===== src/sv/complex_magnitude_ratio_top_assert.svh =====
// Assertion macros for the complex magnitude ratio block.
`ifndef COMPLEX_MAGNITUDE_RATIO_TOP_ASSERT_SVH
`define COMPLEX_MAGNITUDE_RATIO_TOP_ASSERT_SVH
`ifndef NO_ASSERTIONS
`define CMR_ASSERT_IMPL(label, prop, msg) \
  label: assert property (@(posedge clk_i) disable iff (!rst_ni) prop) else $error(msg);
`define CMR_ASSERT_NEVER(label, cond, msg) \
  label: assert property (@(posedge clk_i) disable iff (!rst_ni) !(cond)) else $error(msg);
`else
`define CMR_ASSERT_IMPL(label, prop, msg)
`define CMR_ASSERT_NEVER(label, cond, msg)
`endif
`endif


===== src/sv/cmr_stage.sv =====
// One stage of a restoring divide or square root pipeline with payload.
`timescale 1ns / 1ps
`default_nettype none
module cmr_stage #(
  parameter int unsigned W = 8
) (
  input  wire logic         clk_i,
  input  wire logic         rst_ni,
  input  wire logic         en_i,
  input  wire logic         vld_i,
  input  wire logic [W-1:0] d_i,
  output logic              vld_o,
  output logic [W-1:0]      d_o
);
  always_ff @(posedge clk_i or negedge rst_ni) begin
    if (!rst_ni) begin
      vld_o <= 1'b0;
    end else if (en_i) begin
      vld_o <= vld_i;
    end
  end
  always_ff @(posedge clk_i) begin
    if (en_i) begin
      d_o <= d_i;
    end
  end
endmodule
`default_nettype wire


===== config.mk =====
export PLATFORM = sky130hd
export DESIGN_NAME = cmr_stage
export DESIGN_NICKNAME = d
export VERILOG_FILES = /design/src/sv/complex_magnitude_ratio_top_assert.svh /design/src/sv/cmr_stage.sv
export SDC_FILE = /design/constraint.sdc
export NUM_CORES = 1
export LEC_CHECK = 0
export ABC_AREA = 1
export BUFFER_PORTS_ARGS = -buffer_cell sky130_fd_sc_hd__buf_2
export CORE_AREA = 2 2 39 41
export DETAILED_ROUTE_END_ITERATION = 12
export DIE_AREA = 0 0 41 43
export GPL_ROUTABILITY_DRIVEN = 0
export GPL_TIMING_DRIVEN = 0
export SLEW_MARGIN = 40
export SYNTH_ARGS = -nofsm -noshare
export SYNTH_HDL_FRONTEND = slang
export SYNTH_SLANG_ARGS = --single-unit
export TNS_END_PERCENT = 10

===== constraint.sdc =====
create_clock -name clk_i -period 1.67 [get_ports clk_i]
set_clock_uncertainty 0.15 [all_clocks]
set_input_delay 0.0835 -clock clk_i [delete_from_list [all_inputs] [get_ports clk_i]]
set_output_delay 0.0835 -clock clk_i [all_outputs]
set_load 0.01 [all_outputs]

==> impl_metrics.tcl <==
set metrics [dict create \
    outcome "completed" \
    nets 61 \
    min_path_type "input pin to flop" \
    cts.sinks 9 \
    htree_levels 1 \
    synthArstFlopShare_pct 11.11 \
    chipWidth_microns 41 \
    powerDensity_mw_per_mm2 925.0 \
    die_y_microns 43 \
    grt-ovfl-total 0 \
    cp.required_ps 1440 \
    areaGrowthSynthToFinish_pct 91.52 \
    synth-main-ff-cell "edfxtp_1" \
    finalSetupTns_ps 0 \
    worstSkewPairLatency_ps 250 \
    crit_chain "buf_2" \
    arrival_ps 770 \
    synth.largest_area_cell "edfxtp_1" \
    antenna_left 0 \
    io_buffer_count 20 \
    startpoint "vld_o$_DFFE_PN0P_" \
    crit_path_end_kind "output pin" \
    synthesis.area_sq_um 280.3 \
    path_clk_slew_ps 60 \
    row_count 14 \
    yosysWarnings 0 \
    max-cap-violations 0 \
    drtIter0Drc 0 \
    first_global_vias 239 \
    synth_area_leaders "edfxtp_1 86%, dfrtp_1 8.9%, nand2_1 4.0%" \
    yosysTopAreaCellShare_pct 85.71 \
    relSlewSlack_pct 86.47 \
    design_area_sq_um 536.8 \
    drv_slew 0 \
    post-route-period-util_pct 59.80 \
    synthCells 13 \
    fill_cells 138 \
    grtUsageTotal_pct 8.384 \
    coreArea_sq_mm 0.001384 \
    ys_seq_elements 9 \
    grt_max_degree 11 \
    worst-path-buf-inv 1 \
    synth_edf_count 8 \
    root_buffer "clkbuf_4" \
    drt-pass1-iter-count 1 \
    ys_types 4 \
    routed_wl_microns 654 \
    p_leak_uw 0.0002444 \
    seqCellArea_sq_um 265.3 \
    start_kind "flop" \
    clock.fmax_mhz 1001 \
    synth_nets 25 \
    die-area_sq_mm 0.001763 \
    min_from "en_i" \
    cts_tree "built" \
    grt_pass1_wl_microns 897 \
    cts_resized 0 \
    worst-path-max-fanout 2 \
    r2r_start "vld_o$_DFFE_PN0P_" \
    vias 235 \
    viasPerCell 3.672 \
    drc 0 \
    synth-seq-area-share_pct 94.64 \
    post_drt_wl_per_cell_microns 10.22 \
    insertedDiodeCount 0 \
    io_pins 21 \
    syn_avg_cell_area_sq_um 21.56 \
    antenna_found_initial 0 \
    multi_input_area_sq_um 11.26 \
    critPathKind "flop to output pin" \
    tightest_slew_ps 202.9 \
    placed_area_sq_um 400.4 \
    rsz0062_at_grt "false" \
    synth_top_cells_by_count "8 x edfxtp_1, 3 x nand2_1, 1 x dfrtp_1, 1 x inv_1" \
    slowest_stage "dfrtp_1" \
    critical-path-max-stage-delay_ps 370 \
    layout_min_cycle_time_ps 998.7 \
    critPathTopFamily "flip-flops" \
    start_util_pct 20.25 \
    finalSetupViolCount 0 \
    hold_viol_final 0 \
    cts_buffer_depth 2 \
    drive_gt1_share_pct 47.92 \
    cts_made_buffers 3 \
    synth_most_common_cell "edfxtp_1" \
    ir_drop_uv 631.1 \
]
## sequential cells by signal (all words and copies together), names as in the netlist
register,count
d_o,8
vld_o,1
## area by class of cell
class                      instances  share of cell area (%)
tap                               16                   3.730
sequential                         9                   49.42
multi-input combinational          3                   2.098
timing repair buffer              31                   39.16
clock buffer                       4                   4.895
inverter                           1                  0.6993
## power by group
group / internal, uW / total, uW / leakage [uW] / switching (uW)
clock: 91.7 / 162 / 0.0000150 / 70.4
combinational: 38.1 / 66.0 / 0.000139 / 27.8
sequential: 265 / 268 / 0.0000905 / 3.55
total: 395 / 497 / 0.000244 / 102
## worst min-delay path, stage by stage
cell and delay [ps]:
buf_2 170, nand2_1 80, nand2_1 40
## logic make-up (layout without fill, tap and decap cells)
family	Yosys count	after routing	synth area share, %
flops	9	9	94.64
simple gates	3	3	4.018
buf+inv	1	36	1.338
## worst paths after layout
check | depth (start not counted) | endpoint | slack, ps
max reg2reg | 2 | vld_o$_DFFE_PN0P_ | 940
min | 3 | vld_o$_DFFE_PN0P_ | 10
min in group asynchronous | 3 | vld_o$_DFFE_PN0P_ | 510
max in group asynchronous | 3 | vld_o$_DFFE_PN0P_ | 760
max | 1 | vld_o | 670
min reg2reg | 2 | vld_o$_DFFE_PN0P_ | 310
## stage by stage
stage                     std cells  hold WS [ps]  power (uW)  worst slack [ps]  util, %
after floorplan                  13        -362.1       287.2             904.8        -
after global placement           49        -290.7       319.1             913.9    28.93
after detailed placement         49        -289.3       320.5             901.5    28.93
after CTS                        64         17.14       504.1             662.2    38.79
after global routing             64         24.76       521.3             634.9    38.79
final                            64         12.44       496.5             671.3    38.79
## routing by layer
metal,up-vias,share of wire [%],global-route usage [%]
li1,116,-,-
met1,98,40,7.850
met2,21,46,12.50
met3,0,14,8.377
met4,0,0,2.000
met5,-,0,0
## cell usage in the layout, fill, tap and decap left out, drive strengths merged
| master | synthesis | layout |
|---|---|---|
| clkbuf | 0 | 4 |
| nand2 | 3 | 3 |
| inv | 1 | 1 |
| edfxtp | 8 | 8 |
| dlygate4sd3 | 0 | 11 |
| buf | 0 | 20 |
| dfrtp | 1 | 1 |
## timing repair
action	CTS	global route
hold buffers	11	0
buffers inserted	0	0
hold endpoints to repair	10	0
endpoints found under the setup margin	0	0
(Power assumes the default switching activity.)
